### config.mk
export PLATFORM = sky130hd
export DESIGN_NAME = prime_factorizer
export DESIGN_NICKNAME = d
export VERILOG_FILES = /design/src/sv/pf_pkg.sv /design/src/sv/pf_div.sv /design/src/sv/prime_factorizer.sv
export VERILOG_INCLUDE_DIRS = /design/src /design/src/sv
export SDC_FILE = /design/constraint.sdc
export NUM_CORES = 1
export LEC_CHECK = 0
export BUFFER_PORTS_ARGS = -buffer_cell sky130_fd_sc_hd__buf_2
export CORE_MARGIN = 5
export CORE_UTILIZATION = 45
export CTS_CLUSTER_SIZE = 12
export DETAILED_ROUTE_END_ITERATION = 7
export PLACE_DENSITY = 0.64
export REMOVE_ABC_BUFFERS = 1
export SYNTH_ARGS = -nofsm -noshare
export SYNTH_HDL_FRONTEND = slang
export SYNTH_SLANG_ARGS = --single-unit
### constraint.sdc
create_clock -name i_clk -period 5.97 [get_ports i_clk]
set_input_delay 0.2985 -clock i_clk [delete_from_list [all_inputs] [get_ports i_clk]]
set_output_delay 0.2985 -clock i_clk [all_outputs]
set_load 0.1 [all_outputs]
### src/sv/assert_macros.svh
// Assertion helpers for the RTL; all checks run on i_clk and are off in reset.
`ifndef ASSERT_MACROS_SVH
`define ASSERT_MACROS_SVH

// Same-cycle implication
`define AST_NOW(label, ante, cons) \
    label: assert property (@(posedge i_clk) disable iff (!i_rst_n) (ante) |-> (cons)) \
        else $error("assertion failed");

// Next-cycle implication
`define AST_NEXT(label, ante, cons) \
    label: assert property (@(posedge i_clk) disable iff (!i_rst_n) (ante) |=> (cons)) \
        else $error("assertion failed");

`endif

### src/sv/pf_pkg.sv
package pf_pkg;

    // Operand widths
    localparam int VALUE_W = 32;
    localparam int DIV_W   = 17;
    localparam int CNT_W   = $clog2(VALUE_W);

    // Trial division starts here
    localparam logic [DIV_W-1:0] FIRST_DIV = DIV_W'(2);

    // Divider status toward the sequencer
    typedef struct packed {
        logic busy;
        logic done;
    } t_div_stat;

endpackage

### src/sv/pf_div.sv
// Bit-serial restoring divider: one quotient bit per cycle.
module pf_div (
    input  logic                          i_clk,
    input  logic                          i_rst_n,
    input  logic                          i_start,
    input  logic [pf_pkg::VALUE_W-1:0]    i_dividend,
    input  logic [pf_pkg::DIV_W-1:0]      i_divisor,
    output pf_pkg::t_div_stat             o_stat,
    output logic [pf_pkg::VALUE_W-1:0]    o_quot,
    output logic [pf_pkg::DIV_W-1:0]      o_rem
);
    import pf_pkg::*;

    logic [DIV_W-1:0]   r_rem;
    logic [VALUE_W-1:0] r_quo;
    logic [DIV_W-1:0]   r_dsr;
    logic [CNT_W-1:0]   r_cnt;
    logic               r_busy;
    logic               r_done;

    logic [DIV_W:0]     w_shift;
    logic [DIV_W:0]     w_dsr_ext;
    logic               w_ge;

    // One restoring step: bring in the next dividend bit, subtract if it fits
    assign w_shift   = {r_rem, r_quo[VALUE_W-1]};
    assign w_dsr_ext = {1'b0, r_dsr};
    assign w_ge      = (w_shift >= w_dsr_ext);

    // Control
    always_ff @(posedge i_clk) begin
        if (!i_rst_n) begin
            r_busy <= 1'b0;
            r_done <= 1'b0;
            r_cnt  <= '0;
        end else begin
            r_done <= 1'b0;
            if (i_start) begin
                r_busy <= 1'b1;
                r_cnt  <= CNT_W'(VALUE_W - 1);
            end else if (r_busy) begin
                r_cnt <= r_cnt - 1'b1;
                if (r_cnt == '0) begin
                    r_busy <= 1'b0;
                    r_done <= 1'b1;
                end
            end
        end
    end

    // Datapath: dividend register turns into the quotient as bits shift out.
    // The partial remainder stays below the divisor, so it fits DIV_W bits.
    always_ff @(posedge i_clk) begin
        if (i_start) begin
            r_rem <= '0;
            r_quo <= i_dividend;
            r_dsr <= i_divisor;
        end else if (r_busy) begin
            r_rem <= w_ge ? DIV_W'(w_shift - w_dsr_ext) : w_shift[DIV_W-1:0];
            r_quo <= {r_quo[VALUE_W-2:0], w_ge};
        end
    end

    assign o_stat.busy = r_busy;
    assign o_stat.done = r_done;
    assign o_quot      = r_quo;
    assign o_rem       = r_rem;

endmodule

### src/sv/prime_factorizer.sv
// Channel   Valid         Stall         Payload
// request   i_in_valid    o_in_stall    i_number[31:0]
// result    o_out_valid   i_out_stall   o_factor[31:0], o_last
//
// Each trial division runs the bit-serial divider in S_DIV and is then judged
// in S_DEC, which starts the next one. A number needs one trial per divisor
// tried plus one per factor found.
// Reset (synchronous, active low) leaves the block idle with no result pending.
// A request is taken only while idle; a pending result may still sit in the
// output register then. A stalled result holds the search at its next factor.
module prime_factorizer (
    input  logic                          i_clk,
    input  logic                          i_rst_n,
    input  logic                          i_in_valid,
    output logic                          o_in_stall,
    input  logic [pf_pkg::VALUE_W-1:0]    i_number,
    output logic                          o_out_valid,
    input  logic                          i_out_stall,
    output logic [pf_pkg::VALUE_W-1:0]    o_factor,
    output logic                          o_last
);
    import pf_pkg::*;

    `include "assert_macros.svh"

    localparam logic [1:0] S_IDLE = 2'd0;
    localparam logic [1:0] S_DIV  = 2'd1;
    localparam logic [1:0] S_DEC  = 2'd2;

    logic [1:0]         r_state,     n_state;
    logic [VALUE_W-1:0] r_value,     n_value;
    logic [DIV_W-1:0]   r_divisor,   n_divisor;
    logic               r_out_valid, n_out_valid;
    logic [VALUE_W-1:0] r_factor,    n_factor;
    logic               r_last,      n_last;

    logic               w_start;
    logic [VALUE_W-1:0] w_dividend;
    logic [DIV_W-1:0]   w_divisor;
    t_div_stat          w_div;
    logic [VALUE_W-1:0] w_quot;
    logic [DIV_W-1:0]   w_rem;
    logic               w_out_free;
    logic               w_accept;
    logic               w_fits;
    logic               w_emit;

    pf_div u_div (
        .i_clk      (i_clk),
        .i_rst_n    (i_rst_n),
        .i_start    (w_start),
        .i_dividend (w_dividend),
        .i_divisor  (w_divisor),
        .o_stat     (w_div),
        .o_quot     (w_quot),
        .o_rem      (w_rem)
    );

    assign w_out_free = !r_out_valid || !i_out_stall;
    assign w_accept   = i_in_valid && (r_state == S_IDLE);
    // divisor <= value / divisor
    assign w_fits     = ({{(VALUE_W-DIV_W){1'b0}}, r_divisor} <= w_quot);

    // Sequencer: start a division, then decide factor / next divisor / done
    always_comb begin
        n_state     = r_state;
        n_value     = r_value;
        n_divisor   = r_divisor;
        n_factor    = r_factor;
        n_last      = r_last;
        n_out_valid = r_out_valid && i_out_stall;
        w_start     = 1'b0;
        w_emit      = 1'b0;
        w_dividend  = r_value;
        w_divisor   = r_divisor;
        case (r_state)
            S_IDLE: begin
                if (w_accept) begin
                    n_value    = i_number;
                    n_divisor  = FIRST_DIV;
                    w_dividend = i_number;
                    w_divisor  = FIRST_DIV;
                    w_start    = 1'b1;
                    n_state    = S_DIV;
                end
            end
            S_DIV: begin
                if (w_div.done) begin
                    n_state = S_DEC;
                end
            end
            S_DEC: begin
                if (w_fits) begin
                    if (w_rem == '0) begin
                        // exact: emit divisor, keep it, divide the value
                        if (w_out_free) begin
                            w_emit      = 1'b1;
                            n_out_valid = 1'b1;
                            n_factor    = {{(VALUE_W-DIV_W){1'b0}}, r_divisor};
                            n_last      = 1'b0;
                            n_value     = w_quot;
                            w_dividend  = w_quot;
                            w_start     = 1'b1;
                            n_state     = S_DIV;
                        end
                    end else begin
                        n_divisor = DIV_W'(r_divisor + 1'b1);
                        w_divisor = DIV_W'(r_divisor + 1'b1);
                        w_start   = 1'b1;
                        n_state   = S_DIV;
                    end
                end else if (w_out_free) begin
                    // square of divisor exceeds value: cofactor is the last one
                    w_emit      = 1'b1;
                    n_out_valid = 1'b1;
                    n_factor    = r_value;
                    n_last      = 1'b1;
                    n_state     = S_IDLE;
                end
            end
            default: begin
                n_state = S_IDLE;
            end
        endcase
    end

    // Control registers
    always_ff @(posedge i_clk) begin
        if (!i_rst_n) begin
            r_state     <= S_IDLE;
            r_out_valid <= 1'b0;
            r_divisor   <= FIRST_DIV;
        end else begin
            r_state     <= n_state;
            r_out_valid <= n_out_valid;
            r_divisor   <= n_divisor;
        end
    end

    // Payload registers
    always_ff @(posedge i_clk) begin
        r_value  <= n_value;
        r_factor <= n_factor;
        r_last   <= n_last;
    end

    assign o_in_stall  = (r_state != S_IDLE);
    assign o_out_valid = r_out_valid;
    assign o_factor    = r_factor;
    assign o_last      = r_last;

    `AST_NOW(a_idle_div_free, r_state == S_IDLE, !w_div.busy)
    `AST_NOW(a_done_in_div, w_div.done, r_state == S_DIV)
    `AST_NOW(a_factor_exact, w_emit && !n_last, w_rem == '0 && w_fits)
    `AST_NEXT(a_start_busy, w_start, w_div.busy)

endmodule

==> summary.txt, run 1 <==
Status = finished, final reports clean
ANT cells = 0
Buf/Inv on CP = 2
DIE HEIGHT = 145 µm
Commonest cells after routing, fill and taps aside = 130 x nand2_1, 82 x edfxtp_1, 76 x dfxtp_1, 70 x buf_2, 43 x inv_1
Wl on met1 = 9.50 mm
Design area = 9410 µm²
Gr usage total = 0.192
Number of synthesized flops with an enable pin = 82
Worst VDD drop = 214 µV
Synthesized area per cell = 9.70 µm²
Main combinational cell family by area after synthesis = simple AND/OR/NAND/NOR gates
Clock power frac = 0.372
Via count of the first global-routing pass = 6,510
I/O pin cnt = 71
Multiplexer area fraction after synthesis = 0.0509
Core area = 18,000 µm²
Post-layout util = 0.522
Asr flop ratio synth = 0
Worst-path cell chain = ha_1 > o21ai_0 > nor2_1 > o41a_1 > o41ai_4 > inv_2 > nor2_1 > nor2_2 > inv_2 > or2_2
Worst EP required = 6.02 ns
Main flop type after synthesis = edfxtp_1
Endpoint class of the critical path = flop
Clk Latency, worst-skew pair = 0.42 ns
Leakage power = 3.65 nW
Top cells by area, synth = edfxtp_1 30%, dfxtp_1 18%, nand2_1 5.9%
Layout cells sized above 1 = 0.177
CTS Buf Count = 17
Number of gates resized after cts = 0
Cell internal pwr = 2.18 mW
WHS Path Cells = 3
Synth-to-layout area growth = 14.0%
Slew margin rel. = 0.358
Sw Share = 0.291
Met2 wire length = 9.58 mm
Yosys top cell area share = 0.298
Residual DRC = 0
Clock Skews = 0.0116 ns
First-pass GRT wire length = 33.8 mm
Port bufs = 70
Floorplan row count = 49
Antenna violations before repair = 0
Max Slew Vio Count = 0
Max_cap viols = 0
Adder-cell share of the synthesized area = 0.0585
Worst Reg-to-Reg Cells = 10
Nets = 974
FF-to-FF setup slack = 1.68 ns
Top cell family by delay on the critical path = simple AND/OR/NAND/NOR gates
WS Path Type = reg -> reg
Die Area = 21,200 µm²
Crit path launch type = flop
Final setup violating endpoints = 0
Ys Warns = 0
Commonest non-fill, non-tap cell in the layout = nand2_1
DR vias = 6,568
Comb pwr share = 0.191
Final period util = 0.718
CTS tree = built
RSZ-0062 raised after global routing = no
FMAX = 233 MHz
Post-CTS Hold Fix Bufs = 0
Netlist cell types = 61
Die width = 145 µm
CTS H-tree lvls = 4
Via density = 5.76
Placer Congestion = 0.870
Sequential power share = 0.437
RR Endpoint = u_div.o_quot[16]
Final-layout fill cell count = 1,681
Mapped Area = 8260 µm²
Drt total wl = 20.3 mm
DRT iter0 DRCs = 459
Crit path DAT = 4.33 ns
Max Used Layer = met4
Grt ovf = 0
#FFs+latches synth = 158
Leading area contributor after synthesis = edfxtp_1
# clock sinks = 158
Post-synthesis cell count = 851
Final Hold Viols = 0
RR Startpoint = r_divisor[6]
CP max stage delay = 0.77 ns
Max Buffers Root-to-Sink = 2
Post-route minimum period = 4.29 ns
Slowest cell on crit path = or2_2
Total power per unit cell area = 327 nW/µm²
Simple-gate portion of the synthesized area = 0.181
Register area share after synthesis = 0.483
Compound-gate portion of the synthesized area = 0.171
Met3 routed WL = 961 µm
Least-Margin Pin Slew = 0.963 ns
Hold Crit Class = in -> reg
Starting Density = 0.458
Post-CTS setup buffers = 0
CTS clk-pin slew, worst paths = 0.07 ns
Switching Power = 0.895 mW
Critical-path maximum fanout = 42
Routed Antenna Nets = 0
CTS Root Cell = clkbuf_16
HP Start = i_number[23]
Pin count of the biggest net entering global routing = 53
Synth Area in XOR/XNOR = 0.0117
Mean routed wirelength per cell = 17.8 µm
Initial DRT Pass Iterations = 4
Hpwl dp = 13.6 mm
Worst Hold End = r_value[23]
Area post-placement = 8790 µm²
[stage by stage]
step	worst slack [ns]	instances	total power [mW]	TNS (ns)	hold WS (ns)
6_report	1.68	1141	3.08	0	0.113
5_1_grt	1.30	1141	3.23	0	0.118
4_1_cts	1.64	1141	3.09	0	0.0928
3_5_place_dp	1.65	1110	1.95	0	0.468
3_3_place_gp	1.72	1110	1.94	0	0.469
2_1_floorplan	-0.775	800	1.78	-25.59	0.387
[area by class of cell]
class	instances	area [µm²]	share of cell area
clock buffer	18	439	0.0467
timing repair buffer	81	433	0.0460
clock inverter	13	178	0.0189
multi-input combinational	597	3920	0.417
inverter	45	169	0.0180
sequential	158	3980	0.423
tap	229	287	0.0305
[cell families (layout without fill, tap and decap cells)]
group | Yosys count | in the layout
simple gates | 308 | 308
fa+ha+maj | 38 | 38
buf+inv | 96 | 157
flops | 158 | 158
mux | 38 | 38
xor+xnor | 11 | 11
compound gates | 202 | 202
[power groups by stage]
stage	Clock, mW	Combinational (mW)	Sequential, mW
3_5_place_dp	0	0.580	1.37
2_1_floorplan	0	0.437	1.34
3_3_place_gp	0	0.577	1.37
6_report	1.15	0.587	1.35
5_1_grt	1.21	0.658	1.36
4_1_cts	1.16	0.587	1.34
[routing by layer]
layer,track usage,vias up
met5,0,-
met2,0.313,191
met3,0.0336,23
met4,0.0569,0
met1,0.263,3124
li1,-,3230
[synth_stat cells (22+ instances only)]
| cell type | instances |
|---|---|
| nand2_1 | 130 |
| a31oi_1 | 22 |
| o21ai_0 | 40 |
| nand4_1 | 23 |
| mux2_2 | 32 |
| edfxtp_1 | 82 |
| dfxtp_1 | 76 |
| and2_1 | 24 |
| nor2_1 | 45 |
| clkbuf_1 | 39 |
| inv_1 | 43 |
| ha_1 | 37 |
[registers in the layout (all words and copies together), names as in the netlist]
signal        cells
r_divisor        17
r_value          32
u_div.o_rem      17
u_div.o_quot     32
u_div.r_cnt       5
r_state           2
o_factor         32
u_div.r_dsr      17
u_div.r_busy      1
u_div.r_done      1
o_out_valid       1
o_last            1
[worst max path at each step]
stage	from	endpoint	slack [ns]	depth (start not counted)
6_report	r_divisor[6]	u_div.o_quot[16]	1.68	10
5_1_grt	u_div.o_quot[14]	u_div.o_quot[10]	1.30	11
4_1_cts	u_div.o_quot[5]	u_div.o_quot[10]	1.64	11
3_5_place_dp	u_div.o_quot[5]	u_div.o_quot[27]	1.65	11
3_3_place_gp	r_divisor[6]	u_div.o_quot[27]	1.72	10
2_1_floorplan	u_div.o_rem[0]	o_factor[0]	-0.78	5
[worst register-to-register path: stages (launching register included)]
cell	delay, ns
dfxtp_1	0.52
ha_1	0.31
o21ai_0	0.17
nor2_1	0.06
o41a_1	0.35
o41ai_4	0.39
inv_2	0.37
nor2_1	0.23
nor2_2	0.09
inv_2	0.62
or2_2	0.79
Note: power is estimated with default switching activity, not from simulation.
==> run 2, diff against run 1 <==
Clock period 5.97 ns to 4.4 ns, I/O delays scaled along.
==> summary.txt, run 2 (same netlist as run 1, synthesis figures left out) <==
Die width = 145 µm (unchanged)
Slew margin rel. = 0.336 (-0.0225)
Floorplan row count = 49 (unchanged)
Worst hold slack = 0.0275 ns (-0.0858 ns)
Gr usage total = 0.192 (-0.000279)
GRT Max-Usage Layer = met2
Worst EP required = 4.47 ns (-1.55 ns)
Status = finished, final reports clean
Routed Antenna Nets = 0 (unchanged)
Via count of the first global-routing pass = 6,472 (-0.58%)
CTS Buf Count = 17 (unchanged)
ANT cells = 0 (unchanged)
Met3 usage = 0.0408 (+0.00716)
Post-CTS setup buffers = 0 (unchanged)
Total power per unit cell area = 433 nW/µm² (+32%)
Placer Congestion = 0.867 (-0.24%)
CTS tree = built
CTS clk-pin slew, worst paths = 0.08 ns (about the same)
Starting Density = 0.458 (unchanged)
Max Slew Vio Count = 0 (unchanged)
Clk Latency, worst-skew pair = 0.44 ns (+0.02 ns)
Clock power frac = 0.359 (-0.013)
Residual DRC = 0 (unchanged)
Commonest cells after routing, fill and taps aside = 130 x nand2_1, 82 x edfxtp_1, 76 x dfxtp_1, 70 x buf_2, 43 x inv_1
RSZ-0062 raised after global routing = no
First-pass GRT wire length = 33.6 mm (-0.61%)
DIE HEIGHT = 145 µm (unchanged)
Crit path DAT = 3.53 ns (-0.80 ns)
Antenna violations before repair = 0 (unchanged)
WS Path Type = reg -> reg
Number of gates resized after cts = 0 (unchanged)
Cell internal pwr = 2.81 mW (+29%)
Hold Crit Class = in -> reg
Final non-filler cell total = 1,148 (+0.61%)
Initial DRT Pass Iterations = 5 (+1)
Final setup violating endpoints = 0 (unchanged)
DRT iter0 DRCs = 484 (+5.4%)
Switching Power = 1.27 mW (+42%)
Sequential power share = 0.447 (+0.010)
DP Cell Count = 1,116 (+0.54%)
Worst Reg-to-Reg Cells = 11 (+1)
Die Area = 21,200 µm² (unchanged)
Leakage power = 3.68 nW (+0.67%)
Grt ovf = 0 (unchanged)
Met2 GRT Util = 0.315 (+0.00277)
CTS Root Cell = clkbuf_16
Via density = 5.73 (-0.47%)
Nets = 980 (+0.62%)
Commonest non-fill, non-tap cell in the layout = nand2_1
Port bufs = 70 (unchanged)
Hpwl dp = 13.8 mm (+1.2%)
Met1 Usage GRT = 0.255 (-0.00771)
Synth-to-layout area growth = 14.2%
Endpoint class of the critical path = flop
I/O pin cnt = 71 (unchanged)
# clock sinks = 158 (unchanged)
Sw Share = 0.311 (+0.0207)
Final Hold Viols = 0 (unchanged)
Critical-path maximum fanout = 38 (-9.5%)
DR vias = 6,577 (+0.14%)
Worst VDD drop = 328 µV (+53%)
Max_cap viols = 0 (unchanged)
WHS Path Cells = 3 (unchanged)
Pin count of the biggest net entering global routing = 53 (unchanged)
Layout cells sized above 1 = 0.183 (+0.00627)
Max Buffers Root-to-Sink = 2 (unchanged)
Drt total wl = 20.2 mm (-0.49%)
Least-Margin Pin Slew = 0.994 ns (+0.0316 ns)
FMAX = 290 MHz (+24%)
CTS H-tree lvls = 4 (unchanged)
Final-layout fill cell count = 1,687 (+0.36%)
Final period util = 0.785 (+0.0667)
Post-CTS Hold Fix Bufs = 0 (unchanged)
Post-route minimum period = 3.45 ns (-0.834 ns)
Clock Skews = 0.0140 ns (+0.00240 ns)
Core area = 18,000 µm² (unchanged)
Comb pwr share = 0.194 (+0.003)
Crit path launch type = flop
Mean routed wirelength per cell = 17.6 µm (-1.1%)
## run 2: cell count changes in the layout (fill, tap and decap cells not counted), moves of 2 or more
cell / before / now
clkinvlp_4: 2 / 0
buf_4: 11 / 17
inv_8: 1 / 5
clkinv_8: 0 / 3
bufinv_16: 3 / 0
## run 2: power groups by stage
stage	Sequential, mW	Combinational [mW]	Clock (mW)
floorplan	1.82	0.593	0
global placement	1.85	0.785	0
detailed placement	1.86	0.791	0
CTS	1.82	0.798	1.49
global route	1.85	0.895	1.55
finish	1.83	0.793	1.47
## run 2: worst max-delay path, stage by stage (launching register included)
cell     delay, ns
dfxtp_1       0.54
ha_1          0.30
o21ai_0       0.15
nor2_1        0.06
o41a_1        0.36
o41ai_4       0.40
inv_2         0.09
nor2_1        0.12
nor2_2        0.09
inv_2         0.06
buf_4         0.41
buf_4         0.50
## run 2: final timing paths
kind | start | to | slack, ns
setup / recovery | r_divisor[6] | u_div.r_dsr[2] | 0.95
hold / removal | i_number[31] | r_value[31] | 0.03
setup reg to reg | r_divisor[6] | u_div.r_dsr[2] | 0.95
hold reg to reg | r_value[25] | r_value[25] | 0.48
## run 2: per-layer routing
metal,vias up,share of wire
met3,28,0.044
met1,3131,0.46
met2,162,0.48
met5,-,0
met4,0,0.017
li1,3256,-
## run 2: per-stage QoR
stage | setup WS, ns | TNS (ns) | instance area, µm² | utilization | total power [mW]
2_1_floorplan | -2.35 | -207.78 | 8050 | - | 2.41
3_3_place_gp | 1.01 | 0 | 8840 | 0.490 | 2.64
3_5_place_dp | 0.976 | 0 | 8840 | 0.490 | 2.65
4_1_cts | 0.956 | 0 | 9420 | 0.523 | 4.11
5_1_grt | 0.705 | 0 | 9420 | 0.523 | 4.29
6_report | 0.947 | 0 | 9420 | 0.523 | 4.08
## run 2: final cells by class
class                           count  area, µm²  area share
Clock buffer                       17        425      0.0451
Timing Repair Buffer               87        478      0.0507
Inverter                           45        169      0.0179
Sequential cell                   158       3980       0.423
Multi-Input combinational cell    597       3920       0.416
Clock inverter                     15        163      0.0173
Tap cell                          229        287      0.0304
